--- src/rtl/infix_to_postfix_converter_top_defines.svh ---
// ----------------------------------------------------------------------------
// infix_to_postfix_converter_top_defines
// assertion macros shared by the converter modules
// ----------------------------------------------------------------------------
`ifndef INFIX_TO_POSTFIX_CONVERTER_TOP_DEFINES_SVH
`define INFIX_TO_POSTFIX_CONVERTER_TOP_DEFINES_SVH

`ifndef SYNTH

// same-cycle implication
`define I2P_ASSERT_IMP(lbl, clk, rstn, ante, cons, msg) \
  lbl: assert property (@(posedge clk) disable iff (!rstn) (ante) |-> (cons)) \
    else $error(msg);

// next-cycle implication
`define I2P_ASSERT_NXT(lbl, clk, rstn, ante, cons, msg) \
  lbl: assert property (@(posedge clk) disable iff (!rstn) (ante) |=> (cons)) \
    else $error(msg);

`else

`define I2P_ASSERT_IMP(lbl, clk, rstn, ante, cons, msg)
`define I2P_ASSERT_NXT(lbl, clk, rstn, ante, cons, msg)

`endif

`endif

--- src/rtl/i2p_pkg.sv ---
// ----------------------------------------------------------------------------
// i2p_pkg
// character codes, operator codes and shared types of the converter
// ----------------------------------------------------------------------------
package i2p_pkg;

  localparam int unsigned STACK_DEPTH_DEF = 16;

  typedef logic [2:0] op_code_t;

  localparam op_code_t CODE_LP  = 3'd0;
  localparam op_code_t CODE_ADD = 3'd1;
  localparam op_code_t CODE_SUB = 3'd2;
  localparam op_code_t CODE_MUL = 3'd3;
  localparam op_code_t CODE_DIV = 3'd4;

  localparam logic [7:0] CH_NUL   = 8'h00;
  localparam logic [7:0] CH_NL    = 8'h0A;
  localparam logic [7:0] CH_SPACE = 8'h20;
  localparam logic [7:0] CH_LP    = 8'h28;
  localparam logic [7:0] CH_RP    = 8'h29;
  localparam logic [7:0] CH_MUL   = 8'h2A;
  localparam logic [7:0] CH_ADD   = 8'h2B;
  localparam logic [7:0] CH_SUB   = 8'h2D;
  localparam logic [7:0] CH_DIV   = 8'h2F;
  localparam logic [7:0] CH_0     = 8'h30;
  localparam logic [7:0] CH_9     = 8'h39;
  localparam logic [7:0] CH_A     = 8'h41;
  localparam logic [7:0] CH_Z     = 8'h5A;

  typedef enum logic [2:0] {
    CLS_DIGIT,
    CLS_LETTER,
    CLS_OP,
    CLS_LP,
    CLS_RP,
    CLS_END,
    CLS_OTHER
  } cls_e;

  // stack request from the sequencer
  typedef struct packed {
    logic     push;
    logic     pop;
    logic     clear;
    op_code_t code;
  } stk_cmd_t;

  // stack status back to the sequencer
  typedef struct packed {
    logic     empty;
    logic     full;
    logic     lp_any;
    op_code_t top;
  } stk_stat_t;

  function automatic cls_e classify(input logic [7:0] ch);
    cls_e c;
    if (ch >= CH_0 && ch <= CH_9) c = CLS_DIGIT;
    else if (ch >= CH_A && ch <= CH_Z) c = CLS_LETTER;
    else if (ch == CH_ADD || ch == CH_SUB || ch == CH_MUL || ch == CH_DIV) c = CLS_OP;
    else if (ch == CH_LP) c = CLS_LP;
    else if (ch == CH_RP) c = CLS_RP;
    else if (ch == CH_NUL) c = CLS_END;
    else c = CLS_OTHER;
    return c;
  endfunction

  function automatic op_code_t op_code(input logic [7:0] ch);
    op_code_t c;
    if (ch == CH_ADD) c = CODE_ADD;
    else if (ch == CH_SUB) c = CODE_SUB;
    else if (ch == CH_MUL) c = CODE_MUL;
    else if (ch == CH_DIV) c = CODE_DIV;
    else c = CODE_LP;
    return c;
  endfunction

  function automatic logic [7:0] op_char(input op_code_t code);
    logic [7:0] c;
    unique case (code)
      CODE_ADD: c = CH_ADD;
      CODE_SUB: c = CH_SUB;
      CODE_MUL: c = CH_MUL;
      CODE_DIV: c = CH_DIV;
      default:  c = CH_LP;
    endcase
    return c;
  endfunction

  function automatic logic [1:0] op_rank(input op_code_t code);
    logic [1:0] r;
    unique case (code) inside
      CODE_ADD, CODE_SUB: r = 2'd1;
      CODE_MUL, CODE_DIV: r = 2'd2;
      default:            r = 2'd0;
    endcase
    return r;
  endfunction

endpackage

--- src/rtl/i2p_stack.sv ---
// ----------------------------------------------------------------------------
// i2p_stack
// operator stack with registered top entry and open-paren count
// ----------------------------------------------------------------------------
`include "infix_to_postfix_converter_top_defines.svh"

module i2p_stack #(
  parameter int unsigned STACK_DEPTH = i2p_pkg::STACK_DEPTH_DEF
) (
  input  logic                 clk_i,
  input  logic                 rst_ni,
  input  i2p_pkg::stk_cmd_t    cmd_i,
  output i2p_pkg::stk_stat_t   stat_o
);

  localparam int unsigned CntW = $clog2(STACK_DEPTH + 1);
  localparam int unsigned IdxW = (STACK_DEPTH > 1) ? $clog2(STACK_DEPTH) : 1;
  localparam logic [CntW-1:0] Full = CntW'(STACK_DEPTH);

  i2p_pkg::op_code_t mem_q [STACK_DEPTH];

  logic [CntW-1:0] count_q, count_d;
  logic [CntW-1:0] lp_cnt_q, lp_cnt_d;
  logic [CntW-1:0] count_m1, count_m2;
  logic [IdxW-1:0] wr_idx, below_idx;
  logic            empty, full, do_push, do_pop;
  i2p_pkg::op_code_t top_q;

  assign count_m1  = count_q - 1'b1;
  assign count_m2  = count_q - 2'd2;
  assign below_idx = count_m2[IdxW-1:0];
  assign wr_idx    = count_q[IdxW-1:0];
  assign empty     = (count_q == '0);
  assign full      = (count_q == Full);
  assign do_push   = cmd_i.push && !full;
  assign do_pop    = cmd_i.pop && !empty && !cmd_i.clear && !do_push;

  always_comb begin
    count_d  = count_q;
    lp_cnt_d = lp_cnt_q;
    if (cmd_i.clear) begin
      count_d  = '0;
      lp_cnt_d = '0;
    end else if (do_push) begin
      count_d = count_q + 1'b1;
      if (cmd_i.code == i2p_pkg::CODE_LP) lp_cnt_d = lp_cnt_q + 1'b1;
    end else if (do_pop) begin
      count_d = count_m1;
      if (top_q == i2p_pkg::CODE_LP) lp_cnt_d = lp_cnt_q - 1'b1;
    end
  end

  always_ff @(posedge clk_i or negedge rst_ni) begin
    if (!rst_ni) begin
      count_q  <= '0;
      lp_cnt_q <= '0;
    end else begin
      count_q  <= count_d;
      lp_cnt_q <= lp_cnt_d;
    end
  end

  // top entry kept in a register: a push loads it, a pop reads the entry below
  always_ff @(posedge clk_i) begin
    if (do_push && !cmd_i.clear) begin
      mem_q[wr_idx] <= cmd_i.code;
      top_q         <= cmd_i.code;
    end else if (do_pop) begin
      top_q <= mem_q[below_idx];
    end
  end

  assign stat_o.empty  = empty;
  assign stat_o.full   = full;
  assign stat_o.lp_any = (lp_cnt_q != '0);
  assign stat_o.top    = top_q;

  `I2P_ASSERT_IMP(a_count_bound, clk_i, rst_ni, 1'b1, count_q <= Full, "stack count past depth")
  `I2P_ASSERT_IMP(a_lp_bound, clk_i, rst_ni, 1'b1, lp_cnt_q <= count_q, "paren count past depth")
  `I2P_ASSERT_NXT(a_full_drop, clk_i, rst_ni,
                  cmd_i.push && full && !cmd_i.clear, count_q == Full,
                  "push onto full stack grew it")

endmodule

--- src/rtl/i2p_seq.sv ---
// ----------------------------------------------------------------------------
// i2p_seq
// per-character sequencer with shared pop compare and output register
// ----------------------------------------------------------------------------
`include "infix_to_postfix_converter_top_defines.svh"

module i2p_seq (
  input  logic                clk_i,
  input  logic                rst_ni,
  input  logic                in_valid_i,
  output logic                in_stall_o,
  input  logic [7:0]          ch_i,
  output logic                out_valid_o,
  input  logic                out_stall_i,
  output logic [7:0]          out_char_o,
  output logic                last_o,
  output logic                error_o,
  input  i2p_pkg::stk_stat_t  stat_i,
  output i2p_pkg::stk_cmd_t   cmd_o
);

  localparam logic [2:0] S_IDLE  = 3'd0;
  localparam logic [2:0] S_SPACE = 3'd1;
  localparam logic [2:0] S_WORK  = 3'd2;
  localparam logic [2:0] S_LSP   = 3'd3;
  localparam logic [2:0] S_POPSP = 3'd4;

  logic [2:0]        state_q, state_d;
  logic [7:0]        ch_q;
  i2p_pkg::cls_e     cls_q, cls_in, cls_sel;
  i2p_pkg::op_code_t code_q, code_in, code_sel;
  logic              in_num_q, err_q, err_new;
  logic              out_valid_q, out_last_q, out_error_q;
  logic [7:0]        out_char_q;
  logic              accept, out_free, top_op, rank_ok, pop_go;
  logic              emit, emit_last;
  logic [7:0]        emit_char;

  assign in_stall_o = (state_q != S_IDLE);
  assign accept     = in_valid_i && !in_stall_o;
  assign out_free   = !out_valid_q || !out_stall_i;
  assign cls_in     = i2p_pkg::classify(ch_i);
  assign code_in    = i2p_pkg::op_code(ch_i);

  // shared pop compare: new character while idle, latched one otherwise
  assign cls_sel  = (state_q == S_IDLE) ? cls_in : cls_q;
  assign code_sel = (state_q == S_IDLE) ? code_in : code_q;
  assign top_op   = !stat_i.empty && (stat_i.top != i2p_pkg::CODE_LP);
  assign rank_ok  = i2p_pkg::op_rank(stat_i.top) >= i2p_pkg::op_rank(code_sel);

  always_comb begin
    case (cls_sel)
      i2p_pkg::CLS_OP:  pop_go = top_op && rank_ok;
      i2p_pkg::CLS_RP:  pop_go = top_op;
      i2p_pkg::CLS_END: pop_go = !stat_i.empty;
      default:          pop_go = 1'b0;
    endcase
  end

  // error as it will stand after this character
  assign err_new = err_q
                 | ((((cls_in == i2p_pkg::CLS_OP) && !pop_go) || (cls_in == i2p_pkg::CLS_LP))
                    && stat_i.full)
                 | ((cls_in == i2p_pkg::CLS_RP) && !stat_i.lp_any);

  always_comb begin
    state_d   = state_q;
    emit      = 1'b0;
    emit_char = ch_q;
    emit_last = 1'b0;
    cmd_o     = '0;
    cmd_o.code = code_q;
    unique case (state_q)
      S_IDLE: begin
        if (accept) begin
          state_d = ((cls_in != i2p_pkg::CLS_DIGIT) && in_num_q) ? S_SPACE : S_WORK;
        end
      end
      S_SPACE: begin
        if (out_free) begin
          emit      = 1'b1;
          emit_char = i2p_pkg::CH_SPACE;
          emit_last = !((cls_q == i2p_pkg::CLS_LETTER) || pop_go || (cls_q == i2p_pkg::CLS_END));
          state_d   = S_WORK;
        end
      end
      S_WORK: begin
        case (cls_q)
          i2p_pkg::CLS_DIGIT: begin
            if (out_free) begin
              emit      = 1'b1;
              emit_last = 1'b1;
              state_d   = S_IDLE;
            end
          end
          i2p_pkg::CLS_LETTER: begin
            if (out_free) begin
              emit    = 1'b1;
              state_d = S_LSP;
            end
          end
          i2p_pkg::CLS_OP, i2p_pkg::CLS_RP, i2p_pkg::CLS_END: begin
            if (pop_go) begin
              if (out_free) begin
                emit      = 1'b1;
                emit_char = i2p_pkg::op_char(stat_i.top);
                cmd_o.pop = 1'b1;
                state_d   = S_POPSP;
              end
            end else if (cls_q == i2p_pkg::CLS_OP) begin
              cmd_o.push = 1'b1;
              state_d    = S_IDLE;
            end else if (cls_q == i2p_pkg::CLS_RP) begin
              cmd_o.pop = 1'b1;  // matching paren, if any
              state_d   = S_IDLE;
            end else if (out_free) begin
              emit        = 1'b1;
              emit_char   = i2p_pkg::CH_NL;
              emit_last   = 1'b1;
              cmd_o.clear = 1'b1;
              state_d     = S_IDLE;
            end
          end
          i2p_pkg::CLS_LP: begin
            cmd_o.push = 1'b1;
            state_d    = S_IDLE;
          end
          default: state_d = S_IDLE;
        endcase
      end
      S_LSP: begin
        if (out_free) begin
          emit      = 1'b1;
          emit_char = i2p_pkg::CH_SPACE;
          emit_last = 1'b1;
          state_d   = S_IDLE;
        end
      end
      S_POPSP: begin
        if (out_free) begin
          emit      = 1'b1;
          emit_char = i2p_pkg::CH_SPACE;
          emit_last = !(pop_go || (cls_q == i2p_pkg::CLS_END));
          state_d   = S_WORK;
        end
      end
      default: state_d = S_IDLE;
    endcase
  end

  always_ff @(posedge clk_i or negedge rst_ni) begin
    if (!rst_ni) begin
      state_q     <= S_IDLE;
      cls_q       <= i2p_pkg::CLS_OTHER;
      in_num_q    <= 1'b0;
      err_q       <= 1'b0;
      out_valid_q <= 1'b0;
    end else begin
      state_q <= state_d;
      if (accept) begin
        cls_q    <= cls_in;
        in_num_q <= (cls_in == i2p_pkg::CLS_DIGIT);
        err_q    <= err_new;
      end else if (cmd_o.clear) begin
        err_q <= 1'b0;
      end
      if (emit) out_valid_q <= 1'b1;
      else if (!out_stall_i) out_valid_q <= 1'b0;
    end
  end

  always_ff @(posedge clk_i) begin
    if (accept) begin
      ch_q   <= ch_i;
      code_q <= code_in;
    end
    if (emit) begin
      out_char_q  <= emit_char;
      out_last_q  <= emit_last;
      out_error_q <= err_q;
    end
  end

  assign out_valid_o = out_valid_q;
  assign out_char_o  = out_char_q;
  assign last_o      = out_last_q;
  assign error_o     = out_error_q;

  `I2P_ASSERT_IMP(a_no_overwrite, clk_i, rst_ni, out_valid_q && out_stall_i, !emit,
                  "held output beat overwritten")
  `I2P_ASSERT_NXT(a_last_idle, clk_i, rst_ni, emit && emit_last,
                  (state_q == S_IDLE) || (state_q == S_WORK),
                  "sequencer still emitting after final beat")
  `I2P_ASSERT_NXT(a_end_clears, clk_i, rst_ni, cmd_o.clear,
                  !err_q && !in_num_q && stat_i.empty, "end of expression left state behind")

endmodule

--- src/rtl/infix_to_postfix_converter_top.sv ---
// First output beat is loaded in S_SPACE or S_WORK, entered as the character is taken.
// A digit, letter or end character needs only its output beats, any other character
//   also a push, paren pop or skip step, before the next is taken; stalls delay it.
// Output stall holds the sequencer, never the held beat; input is taken only when idle.
// Reset (rst_ni, async, active low) empties the stack, clears the digit-run and
//   error flags and drops any pending output beat.
// ----------------------------------------------------------------------------
// infix_to_postfix_converter_top
// streaming shunting-yard converter: infix characters in, postfix text out
// ----------------------------------------------------------------------------
module infix_to_postfix_converter_top #(
  parameter int unsigned STACK_DEPTH = i2p_pkg::STACK_DEPTH_DEF
) (
  input  logic       clk_i,
  input  logic       rst_ni,
  // input character beats
  input  logic       in_valid_i,
  output logic       in_stall_o,
  input  logic [7:0] ch_i,
  // postfix text beats
  output logic       out_valid_o,
  input  logic       out_stall_i,
  output logic [7:0] out_char_o,
  output logic       last_o,
  output logic       error_o
);

  // stack requests and status between sequencer and operator stack
  i2p_pkg::stk_cmd_t  stk_cmd;
  i2p_pkg::stk_stat_t stk_stat;

  // sequencer: classifies each character, runs the pop loop through one
  // shared precedence compare and feeds the single output register
  i2p_seq u_seq (
    .clk_i       (clk_i),
    .rst_ni      (rst_ni),
    .in_valid_i  (in_valid_i),
    .in_stall_o  (in_stall_o),
    .ch_i        (ch_i),
    .out_valid_o (out_valid_o),
    .out_stall_i (out_stall_i),
    .out_char_o  (out_char_o),
    .last_o      (last_o),
    .error_o     (error_o),
    .stat_i      (stk_stat),
    .cmd_o       (stk_cmd)
  );

  // operator stack: one push or pop per cycle, top entry always visible,
  // overflowing pushes are dropped
  i2p_stack #(
    .STACK_DEPTH (STACK_DEPTH)
  ) u_stack (
    .clk_i  (clk_i),
    .rst_ni (rst_ni),
    .cmd_i  (stk_cmd),
    .stat_o (stk_stat)
  );

endmodule

--- config.mk ---
export PLATFORM = sky130hd
export DESIGN_NAME = infix_to_postfix_converter_top
export DESIGN_NICKNAME = d
export VERILOG_FILES = /design/src/rtl/i2p_pkg.sv /design/src/rtl/i2p_stack.sv /design/src/rtl/i2p_seq.sv /design/src/rtl/infix_to_postfix_converter_top.sv
export VERILOG_INCLUDE_DIRS = /design/src /design/src/rtl
export SDC_FILE = /design/constraint.sdc
export NUM_CORES = 1
export LEC_CHECK = 0
export BUFFER_PORTS_ARGS = -buffer_cell sky130_fd_sc_hd__buf_2
export CORE_ASPECT_RATIO = 1.1
export CORE_MARGIN = 8
export CORE_UTILIZATION = 35
export DETAILED_ROUTE_END_ITERATION = 16
export HOLD_SLACK_MARGIN = 0.1
export PLACE_DENSITY = 0.62
export SYNTH_ARGS = -nofsm -noshare
export SYNTH_HDL_FRONTEND = slang
export SYNTH_SLANG_ARGS = --single-unit
--- constraint.sdc ---
create_clock -name clk_i -period 5.7 [get_ports clk_i]
set_input_delay 0.285 -clock clk_i [delete_from_list [all_inputs] [get_ports clk_i]]
set_output_delay 0.285 -clock clk_i [all_outputs]
set_load 0.05 [all_outputs]
==> results.sh, run 1 <==
export IMPL_clkLatencyLatePin_ns=0.34
export IMPL_ir_drop_mv=0.212
export IMPL_min_period_over_period=0.845
export IMPL_finalCriticalPeriod_ns=4.82
export IMPL_clk_pin_slew_worst_paths_ns=0.07
export IMPL_grtUsageTotal=0.128
export IMPL_cp_end_kind="flip-flop"
export IMPL_total_leakage_power_nw=1.98
export IMPL_postSynthAreaPerCell_um2=11.8
export IMPL_ioPinCount=24
export IMPL_initialDrtViolationCount=320
export IMPL_timing_slew_headroom=0.431
export IMPL_status="finished, final reports clean"
export IMPL_wl_per_cell_um=17.5
export IMPL_worstRegToRegCells=19
export IMPL_cts_root_buf="clkbuf_16"
export IMPL_skew_ns=0.00978
export IMPL_synth_area_leaders="edfxtp_1 (44%), dfrtp_1 (8.6%), mux4_2 (6.8%)"
export IMPL_gp_congestion=0.899
export IMPL_fp_dieArea_um2=18200
export IMPL_n_antenna_cell=0
export IMPL_clock_sinks=91
export IMPL_antenna_found_initial=0
export IMPL_cts_max_level=3
export IMPL_layout_common_cells="edfxtp_1 (72), nand2_1 (49), nor2_1 (37)"
export IMPL_rsz0062_at_grt="no"
export IMPL_critPathKind="flip-flop to flip-flop"
export IMPL_finalWorstSetupSlack_ns=0.883
export IMPL_place_ws_ns=0.969
export IMPL_ant_nets=0
export IMPL_p_clk_frac=0.182
export IMPL_ys_flop_type="edfxtp_1"
export IMPL_power_w=0.00344
export IMPL_grt_max_degree=27
export IMPL_async_reset_ff_frac=0.209
export IMPL_cts_max_path_buffers=2
export IMPL_synth_area_um2=4950
export IMPL_area_growth_pct=12.7
export IMPL_die_width_um=129
export IMPL_max_freq_mhz=208
export IMPL_cts_inserted_buffers=9
export IMPL_pwr_share_seq=0.332
export IMPL_worstPathArrival_ns=5.03
export IMPL_yosysSeqAreaShare=0.534
export IMPL_netlist_instances=421
export IMPL_cp_common_cell="a21oi_1"
export IMPL_startpoint_type="flip-flop"
export IMPL_cp_slowest_cell="dfrtp_1"
export IMPL_hold_viol_final=0
export IMPL_drive_gt1_frac=0.181
export IMPL_cts_resized=0
export IMPL_yosysWarnings=0
export IMPL_worstHoldPathType="primary input to flip-flop"
export IMPL_drc=0
export IMPL_cts_tree="yes"
export IMPL_ys_types=70
export IMPL_dp_hpwl_um=8030
export IMPL_slew_violations=0
export IMPL_p_sw_w=0.00148
export IMPL_synth_seq_cells=91
export IMPL_p_comb_frac=0.486
export IMPL_io_buffers=23
export IMPL_grt_pass1_vias=3603
export IMPL_cp_depth=19
export IMPL_crit_chain="nor3_2, clkinv_1, o31ai_1, nor2_1, ha_1, nand2b_1, a21oi_1, nor3_1, o211a_1, a32o_2, nor2_1, inv_1, buf_4, fa_1, a21o_1, a21oi_1, o21ai_0, a221oi_1, a21oi_1"
export IMPL_cp_required_ns=5.92
export IMPL_path_buf_inv=3
export IMPL_critPathMaxStageDelay_ns=0.50
export IMPL_rows=45
export IMPL_grt_first_pass_wirelength_um=18300
export IMPL_via_count=3495
export IMPL_final_nets=467
export IMPL_cts_setup_buffers=0
export IMPL_p_int_w=0.00195
export IMPL_viasPerCell=5.50
export IMPL_nFillCells=1288
export IMPL_layout_commonest_cell="edfxtp_1"
export IMPL_yosys_area_top_type_share=0.437
export IMPL_initial_utilization=0.359
export IMPL_final_util=0.404
export IMPL_crit_fanout=16
export IMPL_tightest_slew_ns=0.853
export IMPL_dr_pass1_iters=4
export IMPL_wirelength_um=11200
export IMPL_power_density_nw_per_um2=617
export IMPL_core_um2=13800
export IMPL_cpLargestDelayFamily="compound AO/OA/AOI/OAI gates"
export IMPL_grt_ovfl_total=0
export IMPL_switching_share=0.431
export IMPL_cts_hold_buf=1
export IMPL_finalSetupTns_ns=0
export IMPL_whs_path_depth=1
export IMPL_chipHeight_um=141
export IMPL_yosysTopAreaCell="edfxtp_1"
export IMPL_setup_violations=0
export IMPL_dp_cells=619
export IMPL_maxCapViolations=0
export IMPL_fin_cells=636
export IMPL_synth_nets=445
export IMPL_synth_edf_count=72
synth_stat cells, drive strengths merged (3+ instances only):
cell	number
nor4	5
o211ai	3
or3b	3
and2	4
nand2b	6
inv	8
xor2	6
dfrtp	17
a32oi	3
nand2	49
or3	7
nor2b	7
o31ai	6
nand3	12
clkbuf	10
or4	4
xnor2	5
o221ai	3
a21oi	22
nor3	13
edfxtp	72
a22o	3
o21ai	21
a32o	4
a21o	6
o22ai	3
nor2	37
and3	5
a21boi	3
mux4	15
mux2i	3
nand4	4
ha	10
buf	8
state kept, by name (all words and copies together) (netlist names):
name	cells
u_seq.out_valid_o	1
u_stack.top_q	3
u_seq.state_q	3
u_stack.mem_q	48
u_seq.err_q	1
u_seq.out_char_o	8
u_stack.lp_cnt_q	5
u_stack.count_q	5
u_seq.last_o	1
u_seq.cls_q	3
u_seq.error_o	1
u_seq.ch_q	8
u_seq.code_q	3
u_seq.in_num_q	1
power groups by stage:
stage / sequential [W] / combinational, W / clock [W]
floorplan: 0.00120 / 0.00122 / 0
global placement: 0.00115 / 0.00163 / 0
detailed placement: 0.00116 / 0.00166 / 0
CTS: 0.00114 / 0.00167 / 0.000640
global route: 0.00117 / 0.00183 / 0.000663
finish: 0.00114 / 0.00167 / 0.000625
final cells by class:
| type | count | area (µm²) | area share |
|---|---|---|---|
| clock buffers | 9 | 225 | 0.0404 |
| clock inverters | 7 | 93.8 | 0.0168 |
| inverters | 9 | 33.8 | 0.00606 |
| multi-input cells | 303 | 2190 | 0.392 |
| flip-flops and latches | 91 | 2640 | 0.473 |
| well taps | 188 | 235 | 0.0422 |
| repair buffers | 29 | 163 | 0.0292 |
worst register-to-register path, delay by kind of cell, from the launching register on:
family / cells / cell delay (ns)
AO/OA/AOI/OAI: 9 / 1.87
flip-flops: 1 / 0.50
AND/OR/NAND/NOR: 5 / 0.91
buffers and inverters: 3 / 0.67
adder cells (fa/ha/maj): 2 / 0.73
layer usage:
| metal | track usage | vias up | routed length (µm) |
|---|---|---|---|
| met5 | 0 | - | 0 |
| met4 | 0.0594 | 0 | 259 |
| met3 | 0.0275 | 16 | 555 |
| met2 | 0.217 | 89 | 5560 |
| met1 | 0.150 | 1734 | 4780 |
| li1 | - | 1656 | - |
path summary, 6_finish.rpt:
kind,start,endpoint,slack (ns)
min in group asynchronous,rst_ni,u_seq.out_valid_o$_DFFE_PN0P_,0.44
worst min-delay path,ch_i[6],u_seq.ch_q[6]$_DFFE_PP_,0.18
worst max-delay path,u_seq.state_q[0]$_DFFE_PN0P_,u_stack.count_q[4]$_DFFE_PN0P_,0.88
max in group asynchronous,rst_ni,u_seq.cls_q[2]$_DFFE_PN1P_,4.91
worst min register to register,u_seq.err_q$_DFFE_PN0P_,u_seq.error_o$_DFFE_PP_,0.47
worst max register to register,u_seq.state_q[0]$_DFFE_PN0P_,u_stack.count_q[4]$_DFFE_PN0P_,0.88
per-stage QoR:
stage	instance area (µm²)	hold WS, ns
3_3_place_gp	5250	0.286
5_1_grt	5580	0.173
4_1_cts	5580	0.167
2_1_floorplan	4950	-0.0106
3_5_place_dp	5250	0.292
6_report	5580	0.180
cell families (layout without fill, tap and decap cells):
kind of cell    Yosys count  in the layout  share of synthesized area
fa+ha+maj                12             12                     0.0334
compound gates           95             95                      0.144
xor+xnor                 11             11                     0.0195
flops                    91             91                      0.534
mux                      19             19                     0.0766
simple gates            166            166                      0.168
buf+inv                  27             54                     0.0245
(Power assumes the default switching activity.)
==> run 2, diff against run 1 <==
Settings changed: ABC_AREA set to 1, PLACE_DENSITY 0.62 to 0.64.
Clock period 5.7 ns to 4.1 ns, I/O delays scaled along.
==> results.sh, run 2 <==
export IMPL_synth_area_leaders="edfxtp_1 (44%), dfrtp_1 (8.6%), nand2_1 (8.2%)"
export IMPL_clkLatencyLatePin_ns=0.35
export IMPL_hold_viol_final=0
export IMPL_antenna_found_initial=0
export IMPL_min_period_over_period=0.929
export IMPL_cts_inserted_buffers=9
export IMPL_setup_violations=0
export IMPL_synth_nets=550
export IMPL_yosysMostFrequentCell="nand2_1"
export IMPL_yosysWarnings=0
export IMPL_postSynthAreaPerCell_um2=9.37
export IMPL_finalSetupTns_ns=0
export IMPL_dp_cells=735
export IMPL_crit_fanout=11
export IMPL_cts_max_path_buffers=2
export IMPL_cts_root_buf="clkbuf_16"
export IMPL_ioPinCount=24
export IMPL_drive_gt1_frac=0.150
export IMPL_wirelength_um=11100
export IMPL_async_reset_ff_frac=0.209
export IMPL_yosysTopAreaCell="edfxtp_1"
export IMPL_clock_sinks=91
export IMPL_initial_utilization=0.357
export IMPL_synth_area_um2=4930
export IMPL_max_freq_mhz=263
export IMPL_finalWorstSetupSlack_ns=0.291
export IMPL_critPathKind="primary input to flip-flop"
export IMPL_largest_reg_flops=48
export IMPL_initialDrtViolationCount=324
export IMPL_top_register="u_stack.mem_q"
export IMPL_rsz0062_at_grt="no"
export IMPL_grt_first_pass_wirelength_um=17800
export IMPL_area_growth_pct=15.0
export IMPL_tightest_slew_ns=0.951
export IMPL_dr_pass1_iters=7
export IMPL_dp_hpwl_um=7960
export IMPL_chipHeight_um=140
export IMPL_power_density_nw_per_um2=873
export IMPL_startpoint_type="primary input"
export IMPL_ys_flop_type="edfxtp_1"
export IMPL_total_leakage_power_nw=2.35
export IMPL_netlist_instances=526
export IMPL_wl_per_cell_um=14.6
export IMPL_layout_common_cells="nand2_1 (107), edfxtp_1 (72), nor2_1 (67)"
export IMPL_status="finished, final reports clean"
export IMPL_fp_dieArea_um2=18100
export IMPL_ys_top_cells_by_count="nand2_1 (108), edfxtp_1 (72), nor2_1 (67), inv_1 (61), nand3_1 (35)"
export IMPL_n_antenna_cell=0
export IMPL_via_count=3810
export IMPL_timing_slew_headroom=0.360
export IMPL_slew_violations=0
export IMPL_grt_pass1_vias=3673
export IMPL_finalCriticalPeriod_ns=3.81
export IMPL_ys_types=41
export IMPL_grt_ovfl_total=0
export IMPL_rrSetupSlack_ns=0.34
export IMPL_io_buffers=23
export IMPL_synth_seq_cells=91
export IMPL_drc=0
export IMPL_clk_pin_slew_worst_paths_ns=0.06
export IMPL_hold_slack_ns=0.134
export IMPL_core_um2=13800
export IMPL_cp_end_kind="flip-flop"
export IMPL_ant_nets=0
export IMPL_cts_tree="yes"
export IMPL_fin_cells=760
export IMPL_grt_max_degree=20
export IMPL_skew_ns=0.0115
export IMPL_cp_required_ns=4.38
export IMPL_rows=45
export IMPL_gp_congestion=0.885
export IMPL_grtUsageTotal=0.124
export IMPL_yosys_area_top_type_share=0.439
export IMPL_yosysSeqAreaShare=0.536
export IMPL_ir_drop_mv=0.320
export IMPL_maxCapViolations=0
export IMPL_worstHoldPathType="primary input to flip-flop"
export IMPL_worstPathArrival_ns=4.09
export IMPL_final_nets=591
export IMPL_layout_commonest_cell="nand2_1"
export IMPL_synth_edf_count=72
export IMPL_place_ws_ns=0.252
export IMPL_cts_max_level=3
export IMPL_viasPerCell=5.01
export IMPL_nFillCells=1355
export IMPL_die_width_um=129
## run 2: changes by cell type in the layout (fill, tap and decap cells not counted), moves of 6 or more
cell,delta
nand3_1,+23
o31ai_1,-6
inv_1,+53
nor2b_1,-7
nor2_1,+30
nand4_1,+6
a21o_1,-6
mux4_2,-15
nand2_2,+8
nand2_1,+58
nand2b_1,-6
a22oi_1,+22
## run 2: cell families after synthesis
| family | synth area share |
|---|---|
| AO/OA/AOI/OAI | 0.101 |
| XOR/XNOR | 0.0142 |
| adder cells (fa/ha/maj) | 0.0335 |
| buffers and inverters | 0.0614 |
| flip-flops | 0.536 |
| AND/OR/NAND/NOR | 0.255 |
## run 2: final timing paths
check                                              from                              end  depth (start not counted)
hold / removal                                  ch_i[3]          u_seq.ch_q[3]$_DFFE_PP_                          1
setup / recovery                                ch_i[4]  u_stack.lp_cnt_q[4]$_DFFE_PN0P_                         26
min in group asynchronous                        rst_ni   u_stack.count_q[1]$_DFFE_PN0P_                          2
hold reg to reg              u_seq.in_num_q$_DFFE_PN0P_       u_seq.in_num_q$_DFFE_PN0P_                          2
max in group asynchronous                        rst_ni       u_seq.cls_q[2]$_DFFE_PN1P_                          2
setup reg to reg           u_seq.state_q[2]$_DFFE_PN0P_  u_stack.lp_cnt_q[4]$_DFFE_PN0P_                         23
## run 2: layout make-up
cell class / count / area, µm² / area share
Sequential cell: 91 / 2640 / 0.466
Clock inverter: 7 / 56.3 / 0.00994
Multi-Input combinational cell: 361 / 2020 / 0.356
Tap cell: 188 / 235 / 0.0415
Inverter: 66 / 248 / 0.0437
Timing Repair Buffer: 38 / 243 / 0.0428
Clock buffer: 9 / 225 / 0.0397
## run 2: what timing repair did
action	4_1_cts	5_1_grt
endpoints found under the hold margin	22	0
setup buffers	0	3
endpoints found under the setup margin	0	36
gates resized for setup	0	8
hold buffers	6	0
## run 2: stage by stage
stage	area, µm²	power [W]	utilization
finish	5670	0.00495	0.411
global route	5670	0.00532	0.411
CTS	5610	0.00488	0.407
floorplan	4930	0.00350	-
global placement	5270	0.00404	0.382
detailed placement	5270	0.00407	0.382
## run 2: worst max-delay path: stages
cell and delay [ns]:
dlygate4sd3_1 0.52, buf_2 0.14, inv_1 0.06, nand2_1 0.10, nor2_4 0.06, inv_2 0.11
a21oi_2 0.05, o21ai_0 0.22, inv_1 0.08, or2_2 0.29, o211ai_1 0.10, ha_1 0.27
a21oi_1 0.19, a211oi_2 0.11, nand4_4 0.12, nand2_8 0.09, nand2_4 0.10, nand2_8 0.09
fa_1 0.50, nand3_1 0.09, nand2_1 0.07, xor2_1 0.16, nand3_1 0.10, nand2_1 0.11
nand4_1 0.07, nand2_1 0.07
## run 2: where the power goes
| part | internal, W | leakage, nW | switching, W |
|---|---|---|---|
| combinational | 0.000870 | 1.32 | 0.00182 |
| clock | 0.000421 | 0.138 | 0.000372 |
| sequential | 0.00132 | 0.899 | 0.000145 |
| total | 0.00261 | 2.35 | 0.00234 |
## run 2: metal layers
metal / up-vias / part of all wire / track usage / wire (µm)
met5: - / 0 / 0 / 0
met3: 18 / 0.045 / 0.0300 / 499
met1: 1816 / 0.43 / 0.145 / 4770
met2: 90 / 0.50 / 0.212 / 5600
met4: 0 / 0.020 / 0.0477 / 223
li1: 1886 / - / - / -
==> run 3, diff against run 2 <==
Settings changed: PLACE_DENSITY 0.64 to 0.62.
==> results.sh, run 3 (synthesis results as in run 2) <==
export IMPL_cts_inserted_buffers=9
export IMPL_finalCriticalPeriod_ns=3.84
export IMPL_grt_first_pass_wirelength_um=19000
export IMPL_rsz0062_at_grt="no"
export IMPL_clkLatencyLatePin_ns=0.35
export IMPL_power_w=0.00497
export IMPL_status="finished, final reports clean"
export IMPL_worstHoldPathType="primary input to flip-flop"
export IMPL_viasPerCell=4.99
export IMPL_cp_required_ns=4.33
export IMPL_min_period_over_period=0.937
export IMPL_fp_dieArea_um2=18100
export IMPL_tightest_slew_ns=0.978
export IMPL_critPathKind="primary input to flip-flop"
export IMPL_dr_pass1_iters=4
export IMPL_grtUsageTotal=0.135
export IMPL_grt_max_degree=20
export IMPL_cts_tree="yes"
export IMPL_antenna_found_initial=0
export IMPL_clock_sinks=91
export IMPL_skew_ns=0.00781
export IMPL_wirelength_um=11500
export IMPL_area_growth_pct=15.2
export IMPL_top_register="u_stack.mem_q"
export IMPL_via_count=3786
export IMPL_wl_per_cell_um=15.1
export IMPL_n_antenna_cell=0
export IMPL_hold_viol_final=0
export IMPL_p_comb_frac=0.548
export IMPL_drive_gt1_frac=0.153
export IMPL_startpoint_type="primary input"
export IMPL_worstRegToRegCells=20
export IMPL_die_width_um=129
export IMPL_slew_violations=0
export IMPL_whs_path_depth=1
export IMPL_rows=45
export IMPL_dp_hpwl_um=8370
export IMPL_layout_common_cells="nand2_1 (107), edfxtp_1 (72), nor2_1 (67)"
export IMPL_cts_max_level=3
export IMPL_fin_cells=758
export IMPL_maxCapViolations=0
export IMPL_power_density_nw_per_um2=875
export IMPL_setup_violations=0
export IMPL_cts_max_path_buffers=2
export IMPL_hold_slack_ns=0.127
export IMPL_switching_share=0.473
export IMPL_cts_root_buf="clkbuf_16"
export IMPL_p_clk_frac=0.156
export IMPL_cp_end_kind="flip-flop"
export IMPL_register_area_um2=2640
export IMPL_final_nets=589
export IMPL_finalSetupTns_ns=0
export IMPL_initialDrtViolationCount=228
export IMPL_p_sw_w=0.00235
export IMPL_ant_nets=0
export IMPL_grt_ovfl_total=0
export IMPL_multi_input_area_um2=2050
export IMPL_core_um2=13800
export IMPL_grt_pass1_vias=3970
export IMPL_ioPinCount=24
export IMPL_layout_commonest_cell="nand2_1"
export IMPL_max_freq_mhz=260
export IMPL_chipHeight_um=140
export IMPL_crit_fanout=11
export IMPL_ir_drop_mv=0.323
export IMPL_largest_reg_flops=48
export IMPL_gp_congestion=0.944
export IMPL_io_buffers=23
export IMPL_pwr_share_seq=0.296
export IMPL_nFillCells=1361
export IMPL_cts_setup_buffers=0
export IMPL_initial_utilization=0.357
export IMPL_drc=0
export IMPL_timing_slew_headroom=0.342
export IMPL_dp_cells=736
export IMPL_clk_pin_slew_worst_paths_ns=0.07
export IMPL_p_int_w=0.00262
export IMPL_worstPathArrival_ns=4.07
export IMPL_total_leakage_power_nw=2.34
## run 3: through the flow
stage / setup slack (ns) / utilization / cell area, µm²
final: 0.259 / 0.412 / 5680
after CTS: 0.0255 / 0.407 / 5610
after detailed placement: 0.117 / 0.382 / 5280
after global placement: 0.296 / 0.382 / 5280
after floorplan: 0.245 / - / 4930
after global routing: 0.00515 / 0.412 / 5680
## run 3: path summary, 6_finish.rpt
kind | startpoint | to | slack [ns]
worst max-delay path | ch_i[4] | u_stack.count_q[4]$_DFFE_PN0P_ | 0.26
worst min-delay path | ch_i[5] | u_seq.ch_q[5]$_DFFE_PP_ | 0.13
worst max register to register | u_seq.state_q[2]$_DFFE_PN0P_ | u_stack.count_q[4]$_DFFE_PN0P_ | 0.34
worst min register to register | u_seq.in_num_q$_DFFE_PN0P_ | u_seq.in_num_q$_DFFE_PN0P_ | 0.49
max in group asynchronous | rst_ni | u_seq.cls_q[1]$_DFFE_PN1P_ | 3.41
min in group asynchronous | rst_ni | u_seq.state_q[0]$_DFFE_PN0P_ | 0.34
## run 3: critical path, cell delays in order
cell           delay [ns]
dlygate4sd3_1        0.53
buf_2                0.15
inv_1                0.08
nand2_1              0.09
nor2_4               0.15
inv_2                0.08
a21oi_2              0.16
o21ai_1              0.11
inv_1                0.09
or2_2                0.12
o211ai_1             0.08
ha_1                 0.31
a21oi_1              0.08
a211oi_2             0.29
nand4_4              0.21
nand2_8              0.16
nand2_4              0.08
nand2_8              0.12
ha_1                 0.28
a21oi_1              0.17
nand2_1              0.09
xor2_1               0.16
xor2_1               0.17
o22ai_1              0.09
## run 3: power groups by stage
stage	registers [W]	clock network, W	logic (W)
global placement	0.00148	0	0.00258
CTS	0.00147	0.000800	0.00264
finish	0.00147	0.000776	0.00272
global route	0.00150	0.000831	0.00304
floorplan	0.00166	0	0.00184
detailed placement	0.00148	0	0.00263
## run 3: area by class of cell
cell class | count | area share
repair buffers | 36 | 0.0401
flip-flops and latches | 91 | 0.465
well taps | 188 | 0.0414
clock inverters | 7 | 0.00903
clock buffers | 9 | 0.0397
inverters | 66 | 0.0436
multi-input cells | 361 | 0.361
## run 3: repair_timing
| action | 4_1_cts | 5_1_grt |
|---|---|---|
| endpoints found under the hold margin | 22 | 0 |
| hold buffers | 6 | 0 |
| resized for setup | 0 | 13 |
| endpoints found under the setup margin | 0 | 61 |
## run 3: routing by layer
metal / vias up / global-route usage / wire length, µm
li1: 1882 / - / -
met1: 1799 / 0.148 / 4740
met2: 87 / 0.232 / 5790
met3: 18 / 0.0440 / 672
met4: 0 / 0.0570 / 249
met5: - / 0 / 0
